## config.mk

```make
export PLATFORM = sky130hd
export DESIGN_NAME = pvfr_pre
export DESIGN_NICKNAME = d
export VERILOG_FILES = /design/src/rtl/pvfr_pkg.sv /design/src/rtl/pvfr_pre.sv
export SDC_FILE = /design/constraint.sdc
export NUM_CORES = 1
export LEC_CHECK = 0
export BUFFER_PORTS_ARGS = -buffer_cell sky130_fd_sc_hd__buf_2
export CORE_MARGIN = 4
export CORE_UTILIZATION = 52
export CTS_BUF_LIST = sky130_fd_sc_hd__clkbuf_2
export DETAILED_ROUTE_END_ITERATION = 6
export PLACE_DENSITY_LB_ADDON = 0.2
export SYNTH_ARGS = -nofsm -noshare
export SYNTH_HDL_FRONTEND = slang
export SYNTH_SLANG_ARGS = --single-unit
```

## constraint.sdc

```tcl
create_clock -name aclk -period 3.7 [get_ports aclk]
set_input_delay 0.37 -clock aclk [delete_from_list [all_inputs] [get_ports aclk]]
set_output_delay 0.37 -clock aclk [all_outputs]
set_load 0.01 [all_outputs]
```

## src/rtl/pvfr_pkg.sv

```systemverilog
`timescale 1ns / 1ps
// ----------------------------------------------------------------------------
// Planar velocity frame rotator package
// Shared operation codes, fixed-point constants and the CORDIC arctangent
// table used by all stages of the rotator pipeline.
// ----------------------------------------------------------------------------
package pvfr_pkg;

    // Default configuration handed to the top level parameters.
    localparam int VELOCITY_BITS_DEF   = 18;
    localparam int ANGLE_BITS_DEF      = 16;
    localparam int ROTATION_STAGES_DEF = 16;

    // Fraction bits kept below the velocity LSB inside the rotator.
    localparam int GUARD_BITS = 16;

    // Angles are carried internally as 32-bit turns, residual one bit wider.
    localparam int TURN_BITS = 32;
    localparam int Z_BITS    = TURN_BITS + 1;

    // CORDIC gain correction 0.60725293... in Q30, and its shift.
    localparam int                 GAIN_BITS  = 31;
    localparam int                 GAIN_SHIFT = 30 - GUARD_BITS;
    localparam logic [GAIN_BITS-1:0] GAIN_FIX = 31'd652032874;

    // Number of arctangent entries available.
    localparam int ATAN_ENTRIES = 24;

    typedef enum logic [1:0] {
        OP_BODY_TO_NAV   = 2'd0,
        OP_NAV_TO_BODY   = 2'd1,
        OP_SPEED_HEADING = 2'd2,
        OP_NONE          = 2'd3
    } op_t;

    // atan(2^-i) in 32-bit turn units, rounded.
    function automatic logic [TURN_BITS-1:0] atan_turn(input int idx);
        logic [TURN_BITS-1:0] val;
        case (idx)
            0:       val = 32'd536870912;
            1:       val = 32'd316933406;
            2:       val = 32'd167458907;
            3:       val = 32'd85004756;
            4:       val = 32'd42667331;
            5:       val = 32'd21354465;
            6:       val = 32'd10679838;
            7:       val = 32'd5340245;
            8:       val = 32'd2670163;
            9:       val = 32'd1335087;
            10:      val = 32'd667544;
            11:      val = 32'd333772;
            12:      val = 32'd166886;
            13:      val = 32'd83443;
            14:      val = 32'd41722;
            15:      val = 32'd20861;
            16:      val = 32'd10430;
            17:      val = 32'd5215;
            18:      val = 32'd2608;
            19:      val = 32'd1304;
            20:      val = 32'd652;
            21:      val = 32'd326;
            22:      val = 32'd163;
            23:      val = 32'd81;
            default: val = '0;
        endcase
        return val;
    endfunction

endpackage

```

## src/rtl/pvfr_pre.sv

```systemverilog
`timescale 1ns / 1ps
// ----------------------------------------------------------------------------
// Rotator input stage
// Decodes the operation, orders the components, forms the 32-bit turn and
// folds the angle into the CORDIC convergence range.
// ----------------------------------------------------------------------------
module pvfr_pre #(
    parameter int VELOCITY_BITS = pvfr_pkg::VELOCITY_BITS_DEF,
    parameter int ANGLE_BITS    = pvfr_pkg::ANGLE_BITS_DEF
) (
    input  logic                              aclk,
    input  logic                              aresetn,
    input  logic                              valid_i,
    output logic                              ready_o,
    input  pvfr_pkg::op_t                     op_i,
    input  logic signed [VELOCITY_BITS-1:0]   first_i,
    input  logic signed [VELOCITY_BITS-1:0]   second_i,
    input  logic        [ANGLE_BITS-1:0]      angle_i,
    output logic                              valid_o,
    input  logic                              ready_i,
    output pvfr_pkg::op_t                     op_o,
    output logic signed [VELOCITY_BITS:0]     p_o,
    output logic signed [VELOCITY_BITS:0]     q_o,
    output logic signed [pvfr_pkg::Z_BITS-1:0] z_o
);

    localparam int PW = VELOCITY_BITS + 1;
    localparam int TW = pvfr_pkg::TURN_BITS;

    logic                  valid_reg;
    pvfr_pkg::op_t         op_reg;
    logic signed [PW-1:0]  p_reg, p_next;
    logic signed [PW-1:0]  q_reg, q_next;
    logic signed [pvfr_pkg::Z_BITS-1:0] z_reg, z_next;

    logic [TW-1:0]        turn_fwd;
    logic [TW-1:0]        turn_sel;
    logic [TW-1:0]        turn_fold;
    logic signed [PW-1:0] p_raw, q_raw;
    logic                 flip;

    assign turn_fwd = {angle_i, {(TW - ANGLE_BITS){1'b0}}};

    always_comb begin
        unique case (op_i)
            pvfr_pkg::OP_BODY_TO_NAV: begin
                p_raw    = PW'(first_i);
                q_raw    = PW'(second_i);
                turn_sel = turn_fwd;
            end
            pvfr_pkg::OP_NAV_TO_BODY: begin
                p_raw    = PW'(second_i);
                q_raw    = PW'(first_i);
                turn_sel = TW'(0) - turn_fwd;
            end
            pvfr_pkg::OP_SPEED_HEADING: begin
                p_raw    = PW'(first_i);
                q_raw    = '0;
                turn_sel = turn_fwd;
            end
            default: begin
                p_raw    = '0;
                q_raw    = '0;
                turn_sel = '0;
            end
        endcase

        // Second and third quadrants: turn the vector half way round first.
        flip      = turn_sel[TW-1] ^ turn_sel[TW-2];
        turn_fold = {turn_sel[TW-1] ^ flip, turn_sel[TW-2:0]};
        p_next    = flip ? -p_raw : p_raw;
        q_next    = flip ? -q_raw : q_raw;
        z_next    = {turn_fold[TW-1], turn_fold};
    end

    assign ready_o = !valid_reg || ready_i;

    always_ff @(posedge aclk) begin
        if (!aresetn) begin
            valid_reg <= 1'b0;
        end else if (ready_o) begin
            valid_reg <= valid_i;
        end
    end

    always_ff @(posedge aclk) begin
        if (ready_o && valid_i) begin
            op_reg <= op_i;
            p_reg  <= p_next;
            q_reg  <= q_next;
            z_reg  <= z_next;
        end
    end

    assign valid_o = valid_reg;
    assign op_o    = op_reg;
    assign p_o     = p_reg;
    assign q_o     = q_reg;
    assign z_o     = z_reg;

endmodule

```

==> flow_metrics.py, run 1 <==
metrics = {
    "synth": {
        "synth.yosys.seq_area_share_pct": 43.0,
        "synth_fa_ha_area_share_pct": 0.965,
        "synth_commonest_cells": "edfxtp_1 (55), nor2_1 (40), mux2i_1 (21), xnor2_1 (21), nor3_1 (19)",
        "async_flop_share_pct": 0,
        "synth.area.top_cells": "edfxtp_1 (42%), mux2i_1 (5.4%), xnor2_1 (4.7%)",
        "synth-edff-count": 55,
        "yosys-mux-area-fraction_pct": 6.66,
        "synth-xor-area-share_pct": 7.43,
        "yosysUniqueCellTypes": 59,
        "ys_seq_elements": 56,
        "synth_top_family_by_area": "simple AND/OR/NAND/NOR gates",
        "synthFlopType": "edfxtp_1",
        "synth-compound-area-share_pct": 17.1,
        "synthesis.area_sq_um": 3890,
        "syn_area_per_cell_sq_um": 10.0,
        "synth-simple-area-share_pct": 17.4,
        "yosysTopAreaCell": "edfxtp_1",
        "ys_warn_count": 0,
        "synth_top_cell_area_share_pct": 42.5,
        "synthCells": 389,
        "synth_most_common_cell": "edfxtp_1",
    },
    "grt": {
        "antenna_found_initial": 0,
        "grt-ovfl-total": 0,
        "grt_max_degree": 38,
        "grt_pass1_wl_microns": 15900,
        "grt_pass1_vias": 3124,
        "grt.total_usage_pct": 23.0,
    },
    "clock_tree": {
        "root_buffer": "clkbuf_2",
        "cts.reportedPaths.clkPinSlew_ns": 0.26,
        "ctsResizeCount": 0,
        "cts_buffer_depth": 2,
        "clock_latency_ns": 0.46,
        "cts_setup_buffers": 0,
        "htreeDepth": 2,
        "clock_sinks": 56,
        "cts_made_buffers": 5,
        "cts_tree": "done",
        "hold_buffers": 0,
    },
    "routing": {
        "drtAntennaViolNets": 0,
        "wl_microns": 10400,
        "dr.pass1.iters": 5,
        "num_vias": 3440,
        "avgRoutedWirePerCell_microns": 17.4,
        "initialDrtViolationCount": 351,
        "drcViolationCount": 0,
        "viasPerCell": 5.78,
    },
    "worst_setup_path": {
        "critPathCaptureType": "flop",
        "crit_slowest_cell": "or4_4",
        "crit_arrival_ns": 2.88,
        "crit_chain": "buf_2, or4_4, or4_1, a2111oi_2, or2_1, buf_4, a211oi_1, xnor2_1",
        "critPathKind": "in2reg",
        "worst-path-buf-inv": 2,
        "cp_max_fo": 9,
        "critical_path.startpoint_type": "input port",
        "worstPathRequired_ns": 3.94,
        "reg2reg_from": "valid_o",
        "cp_top_family": "simple AND/OR/NAND/NOR gates",
        "crit_path_start": "angle_i[6]",
        "slowest_delay_ns": 0.59,
    },
    "sta": {
        "worst_pin_slew_ns": 0.756,
        "rsz0062_at_grt": "false",
        "hold_viol": 0,
        "finalCritPeriodShare_pct": 71.4,
        "relSlewSlack_pct": 49.1,
        "finClkSkew_ns": 0.0182,
        "finalSetupTns_ns": 0,
        "drv_slew": 0,
        "period_minus_slack_ns": 2.64,
        "setup_violations": 0,
        "fmaxAchievable_mhz": 379,
        "hold_slack_ns": 0.127,
    },
    "floorplan": {
        "core-area_sq_um": 7250,
        "die_w_microns": 94.5,
        "ios": 133,
        "dieArea_sq_um": 8930,
        "start_util_pct": 53.6,
        "row_count": 31,
        "die_h_microns": 94.5,
    },
    "run_status": {
        "status": "finished, final reports clean",
    },
    "place": {
        "gp_congestion": 0.912,
        "hpwlAfterDp_microns": 7830,
        "port_buffers": 116,
    },
    "final_layout": {
        "diodes": 0,
        "syn2layout_area_growth_pct": 16.7,
        "fillers": 644,
        "ff_latch_area_sq_um": 1670,
        "multiInputGateArea_sq_um": 1990,
        "drive_gt1_share_pct": 30.2,
        "layout.nets": 556,
        "final_util_pct": 62.6,
    },
    "pwr": {
        "ir_worst_vdd_uv": 159,
        "p_leak_nw": 1.85,
        "power_mw": 1.58,
        "p_per_area_nw_per_um2": 349,
    },
    "hold_path": {
        "hp-class": "in2reg",
        "hp-start": "aresetn",
    },
    "flow_run": {
        "drv_cap": 0,
    },
}
[state kept, by name (all words and copies together), names as in the netlist]
signal   count
p_o         19
z_o         15
valid_o      1
op_o         2
q_o         19
[metal layers]
metal  GRT usage [%]  share of wire, %  vias up
li1                -                 -     1652
met1            32.3                44     1627
met2            36.8                47      145
met3            3.19               7.4       16
met4            7.45               1.7        0
met5               0                 0        -
[worst reg2reg max path: stages, from the launching register on]
cell,delay [ns]
dfxtp_1,0.37
nand2b_1,0.09
and2_2,0.51
buf_4,0.49
[stage by stage]
stage	area, sq um	instances	worst slack [ns]
after floorplan	3950	404	0.391
after global placement	4470	587	0.637
after detailed placement	4470	587	0.600
after CTS	4540	595	1.10
after global routing	4540	595	0.911
final	4540	595	1.06
[final timing paths]
check	end	slack (ns)	depth (start not counted)
min	valid_o	0.13	2
max	p_o[13]	1.06	8
min reg2reg	valid_o	0.54	2
max reg2reg	p_o[0]	1.95	3
[cells by family (layout without fill, tap and decap cells)]
kind of cell | after synthesis | in the layout
xor+xnor | 33 | 33
mux | 25 | 25
compound gates | 89 | 89
buf+inv | 51 | 143
flops | 56 | 56
other cells | 1 | 16
fa+ha+maj | 3 | 3
simple gates | 131 | 131
[area by class of cell]
class	count	area share [%]
Multi-Input combinational cell	297	43.8
Sequential cell	56	36.8
Timing Repair Buffer	126	14.4
Tap cell	99	2.73
Clock inverter	2	0.772
Inverter	9	0.744
Clock buffer	6	0.662
[where the power goes]
| part | internal, mW | switching, mW |
|---|---|---|
| clock | 0.116 | 0.193 |
| combinational | 0.187 | 0.289 |
| sequential | 0.784 | 0.0155 |
[placed cells by master, fill, tap and decap left out, drive strengths merged, types with 6 or more instances in the layout]
cell     instances
nand2           12
o21ai           11
xnor2           21
conb            16
a21oi           10
xor2            12
nor2b            6
clkbuf           6
nor2            41
nor3            19
edfxtp          55
o2bb2ai         12
mux2i           21
buf            126
nand3           16
nor4             9
a22oi           13
a211oi           9
inv              9
or3              6
(Power assumes the default switching activity.)
==> run 2, diff against run 1 <==
Clock period 3.7 ns to 2.8 ns, I/O delays scaled along.
==> flow_metrics.py, run 2 (synthesized netlist as in run 1, its figures left out) <==
metrics = {
    "worst_setup_path": {
        "worstPathRequired_ns": 3.05,
        "crit_chain": "buf_2, or4_4, buf_4, nor4_4, xor2_1, o211ai_2, buf_4, a211oi_1, xnor2_1",
        "cp_max_fo": 9,
        "r2r_end": "z_o[29]",
        "r2r_setup_slack_ns": 1.31,
        "critPathCaptureType": "flop",
        "crit_arrival_ns": 2.55,
        "crit_slowest_cell": "or4_4",
        "critical_path.startpoint_type": "input port",
        "slowest_delay_ns": 0.55,
        "reg2reg_from": "valid_o",
        "worst-r2r-cell-count": 3,
        "critPathKind": "in2reg",
        "crit_top_cell": "buf_4",
    },
    "sta": {
        "relSlewSlack_pct": 54.3,
        "drv_slew": 0,
        "worst_pin_slew_ns": 0.685,
        "period_minus_slack_ns": 2.30,
        "setup_violations": 0,
        "finalSetupTns_ns": 0,
        "fmaxAchievable_mhz": 435,
        "finClkSkew_ns": 0.0160,
        "rsz0062_at_grt": "false",
        "hold_viol": 0,
        "finalCritPeriodShare_pct": 82.1,
    },
    "flow_run": {
        "drv_cap": 0,
    },
    "pwr": {
        "p_switching_mw": 0.658,
        "p_per_area_nw_per_um2": 435,
        "power_frac_clock_pct": 15.7,
        "combinationalPowerShare_pct": 32.5,
        "intPower_mw": 1.39,
        "p_leak_nw": 1.95,
        "swShare_pct": 32.2,
        "p_seq_share_pct": 51.8,
        "ir_worst_vdd_uv": 227,
    },
    "floorplan": {
        "dieArea_sq_um": 8930,
        "ios": 133,
        "die_w_microns": 94.5,
        "start_util_pct": 53.6,
        "row_count": 31,
        "core-area_sq_um": 7250,
        "die_h_microns": 94.5,
    },
    "hold_path": {
        "hp-class": "in2reg",
        "hold_depth": 3,
        "hp-start": "valid_i",
        "hold_path_end": "valid_o",
    },
    "final_layout": {
        "drive_gt1_share_pct": 32.9,
        "fillers": 599,
        "syn2layout_area_growth_pct": 20.8,
        "layout_commonest_cell": "buf_2",
        "multiInputGateArea_sq_um": 1990,
        "diodes": 0,
        "layout_common_cells": "buf_2 (116), edfxtp_1 (55), nor2_1 (40), buf_4 (27)",
        "ff_latch_area_sq_um": 1670,
        "final_area_sq_um": 4700,
        "layout.nets": 576,
    },
    "place": {
        "gp_congestion": 0.945,
        "hpwlAfterDp_microns": 8100,
        "port_buffers": 116,
        "placed_area_sq_um": 4650,
    },
    "grt": {
        "grt.total_usage_pct": 22.7,
        "grt_pass1_vias": 3126,
        "grt_use_met1_pct": 30.5,
        "grt_busiest_layer": "met2",
        "met3_usage_pct": 4.06,
        "grt_max_degree": 56,
        "grt_pass1_wl_microns": 15600,
        "antenna_found_initial": 0,
        "use_met2_pct": 37.5,
        "grt-ovfl-total": 0,
    },
    "routing": {
        "initialDrtViolationCount": 244,
        "viasPerCell": 5.70,
        "drtAntennaViolNets": 0,
        "num_vias": 3508,
        "avgRoutedWirePerCell_microns": 16.9,
        "drcViolationCount": 0,
        "wl_microns": 10400,
        "dr.pass1.iters": 6,
    },
    "clock_tree": {
        "ctsResizeCount": 0,
        "cts.reportedPaths.clkPinSlew_ns": 0.28,
        "cts_tree": "done",
        "clock_sinks": 56,
        "root_buffer": "clkbuf_2",
        "hold_buffers": 0,
        "clock_latency_ns": 0.46,
        "cts_setup_buffers": 0,
        "cts_buffer_depth": 2,
        "htreeDepth": 2,
        "cts_made_buffers": 5,
    },
    "run_status": {
        "status": "finished, final reports clean",
    },
}
run 2: worst max-delay path, delay by kind of cell:
family / cells / cell delay, ns
simple gates: 2 / 0.88
buf+inv: 3 / 0.51
compound gates: 2 / 0.51
xor+xnor: 2 / 0.37
run 2: worst max-delay path by stage:
stage	startpoint	end	slack, ns	cells past startpoint
3_5_place_dp	angle_i[6]	p_o[13]	-0.004	9
6_report	angle_i[6]	p_o[13]	0.50	9
3_3_place_gp	angle_i[6]	q_o[1]	0.03	8
5_1_grt	angle_i[6]	q_o[1]	0.40	8
2_1_floorplan	op_i[0]	p_o[18]	0.05	13
4_1_cts	angle_i[6]	p_o[13]	0.52	9
run 2: final cells by class:
class / count / share of cell area, %
Clock inverter: 1 / 0.186
Clock buffer: 7 / 0.745
Inverter: 9 / 0.719
Timing Repair Buffer: 146 / 17.7
Sequential cell: 56 / 35.6
Multi-Input combinational cell: 297 / 42.4
Tap cell: 99 / 2.64
run 2: metal layers:
layer	wire, microns	part of all wire [%]
met5	0	0
met4	202	1.9
met3	844	8.1
met2	4960	48
met1	4370	42
run 2: metrics by stage:
step,hold WS (ns),worst slack (ns),power (mW),utilization [%],std cells
6_report,0.0437,0.501,2.04,64.8,615
5_1_grt,0.00743,0.398,2.16,64.8,615
4_1_cts,0.0209,0.519,2.06,64.7,614
3_5_place_dp,0.513,-0.00427,1.73,64.1,606
2_1_floorplan,0.379,0.0550,1.50,-,404
3_3_place_gp,0.498,0.0296,1.72,64.1,606
run 2: power by group through the flow:
stage	Sequential [mW]	Clock (mW)	Combinational (mW)
3_5_place_dp	1.08	0	0.654
6_report	1.06	0.321	0.663
4_1_cts	1.06	0.337	0.657
3_3_place_gp	1.08	0	0.644
5_1_grt	1.07	0.372	0.723
2_1_floorplan	1.13	0	0.370
==> run 3, diff against run 2 <==
Clock period 2.8 ns to 2.25 ns, I/O delays scaled along.
==> flow_metrics.py, run 3 (synthesized netlist as in run 1, its figures left out) <==
metrics = {
    "run_status": {
        "status": "finished, final reports clean",
    },
    "sta": {
        "hold_viol": 0,
        "period_minus_slack_ns": 2.19,
        "fmaxAchievable_mhz": 457,
        "relSlewSlack_pct": 63.9,
        "drv_slew": 0,
        "finClkSkew_ns": 0.0107,
        "rsz0062_at_grt": "false",
        "finalCritPeriodShare_pct": 97.3,
        "worst_pin_slew_ns": 0.539,
        "setup_violations": 0,
    },
    "place": {
        "hpwlAfterDp_microns": 8820,
        "port_buffers": 116,
        "gp_congestion": 0.944,
        "dpl.cell_count": 664,
    },
    "routing": {
        "initialDrtViolationCount": 251,
        "drcViolationCount": 0,
        "num_vias": 3794,
        "drtAntennaViolNets": 0,
        "dr.pass1.iters": 5,
        "avgRoutedWirePerCell_microns": 16.9,
        "wl_microns": 11400,
        "viasPerCell": 5.62,
    },
    "final_layout": {
        "drive_gt1_share_pct": 43.9,
        "layout.nets": 636,
        "final_util_pct": 74.3,
        "layout_common_cells": "buf_2 (116), buf_4 (82), edfxtp_1 (55), nor2_1 (39)",
        "fillers": 556,
        "fin_cells": 675,
        "syn2layout_area_growth_pct": 38.6,
        "diodes": 0,
        "layout_commonest_cell": "buf_2",
    },
    "worst_setup_path": {
        "worst-r2r-cell-count": 3,
        "cp_max_fo": 11,
        "critPathCaptureType": "flop",
        "crit_arrival_ns": 2.41,
        "r2r_setup_slack_ns": 1.01,
        "critical_path.startpoint_type": "input port",
        "reg2reg_from": "valid_o",
        "r2r_end": "p_o[17]",
        "critPathKind": "in2reg",
        "worstPathRequired_ns": 2.48,
    },
    "clock_tree": {
        "clock_latency_ns": 0.45,
        "clock_sinks": 56,
        "htreeDepth": 2,
        "root_buffer": "clkbuf_2",
        "cts_made_buffers": 5,
        "cts.reportedPaths.clkPinSlew_ns": 0.27,
        "cts_buffer_depth": 2,
        "cts_tree": "done",
    },
    "pwr": {
        "swShare_pct": 33.0,
        "intPower_mw": 1.83,
        "combinationalPowerShare_pct": 36.9,
        "ir_worst_vdd_uv": 303,
        "power_frac_clock_pct": 14.8,
        "p_per_area_nw_per_um2": 506,
        "p_seq_share_pct": 48.3,
        "p_switching_mw": 0.901,
        "p_leak_nw": 2.29,
    },
    "grt": {
        "grt_pass1_wl_microns": 17800,
        "antenna_found_initial": 0,
        "grt.total_usage_pct": 25.3,
        "grt_pass1_vias": 3627,
        "grt_max_degree": 56,
        "grt-ovfl-total": 0,
    },
    "floorplan": {
        "die_w_microns": 94.5,
        "die_h_microns": 94.5,
        "core-area_sq_um": 7250,
        "dieArea_sq_um": 8930,
        "row_count": 31,
        "start_util_pct": 53.6,
        "ios": 133,
    },
    "hold_path": {
        "hp-start": "ready_i",
        "hp-class": "in2reg",
        "hold_depth": 3,
        "hold_path_end": "valid_o",
    },
    "flow_run": {
        "drv_cap": 0,
    },
}
## run 3: changes by cell type in the layout (fill, tap and decap cells not counted), sizes merged
cell | before | now
clkinvlp | 0 | 1
buf | 145 | 203
clkbuf | 7 | 6
dlygate4sd3 | 1 | 3
## run 3: area by class of cell
type / count / area, sq um / share of cell area (%)
flip-flops and latches: 56 / 1670 / 31.0
multi-input cells: 297 / 2190 / 40.7
repair buffers: 206 / 1330 / 24.6
clock buffers: 6 / 30.0 / 0.557
clock inverters: 2 / 12.5 / 0.232
well taps: 99 / 124 / 2.30
inverters: 9 / 33.8 / 0.626
## run 3: worst max-delay path, cell delays in order
cell	delay [ns]
buf_2	0.11
or4_4	0.58
o311ai_2	0.30
buf_4	0.17
a2111oi_4	0.07
or2_1	0.28
buf_12	0.17
or3_1	0.35
xor2_1	0.15
## run 3: what timing repair did
action                                  CTS  global route
hold buffers                              2             1
buffers inserted                          0             0
resized for setup                         0             1
endpoints found under the hold margin     2             1
endpoints found under the setup margin    0             2
## run 3: worst max path at each step
stage / startpoint / end / slack (ns) / cells past startpoint
2_1_floorplan: angle_i[3] / q_o[18] / -0.22 / 8
6_report: angle_i[6] / p_o[7] / 0.06 / 9
4_1_cts: angle_i[6] / p_o[7] / 0.08 / 9
3_5_place_dp: angle_i[6] / p_o[11] / -0.44 / 9
5_1_grt: angle_i[6] / p_o[11] / 0.01 / 8
3_3_place_gp: angle_i[6] / p_o[11] / -0.40 / 9
## run 3: metrics by stage
stage / total power, mW / setup slack [ns] / TNS (ns) / hold WS (ns) / instance area (sq um)
floorplan: 1.94 / -0.217 / -4.57 / 0.324 / 4220
global placement: 2.31 / -0.397 / -11.59 / 0.462 / 5310
detailed placement: 2.33 / -0.440 / -13.00 / 0.469 / 5310
CTS: 2.73 / 0.0770 / 0 / 0.00889 / 5380
global route: 2.87 / 0.0107 / 0 / 0.0388 / 5390
finish: 2.73 / 0.0614 / 0 / 0.0870 / 5390
## run 3: routing by layer
| metal | GRT usage (%) | vias up | share of wire (%) |
|---|---|---|---|
| met4 | 5.53 | 0 | 1.5 |
| met5 | 0 | - | 0 |
| met2 | 40.8 | 171 | 47 |
| met3 | 4.06 | 21 | 6.7 |
| met1 | 36.1 | 1791 | 45 |
| li1 | - | 1811 | - |
## run 3: power by group through the flow
stage	clock, mW	sequential [mW]	combinational, mW
2_1_floorplan	0	1.40	0.537
3_3_place_gp	0	1.34	0.968
3_5_place_dp	0	1.34	0.993
4_1_cts	0.412	1.32	0.999
5_1_grt	0.458	1.33	1.09
6_report	0.404	1.32	1.01
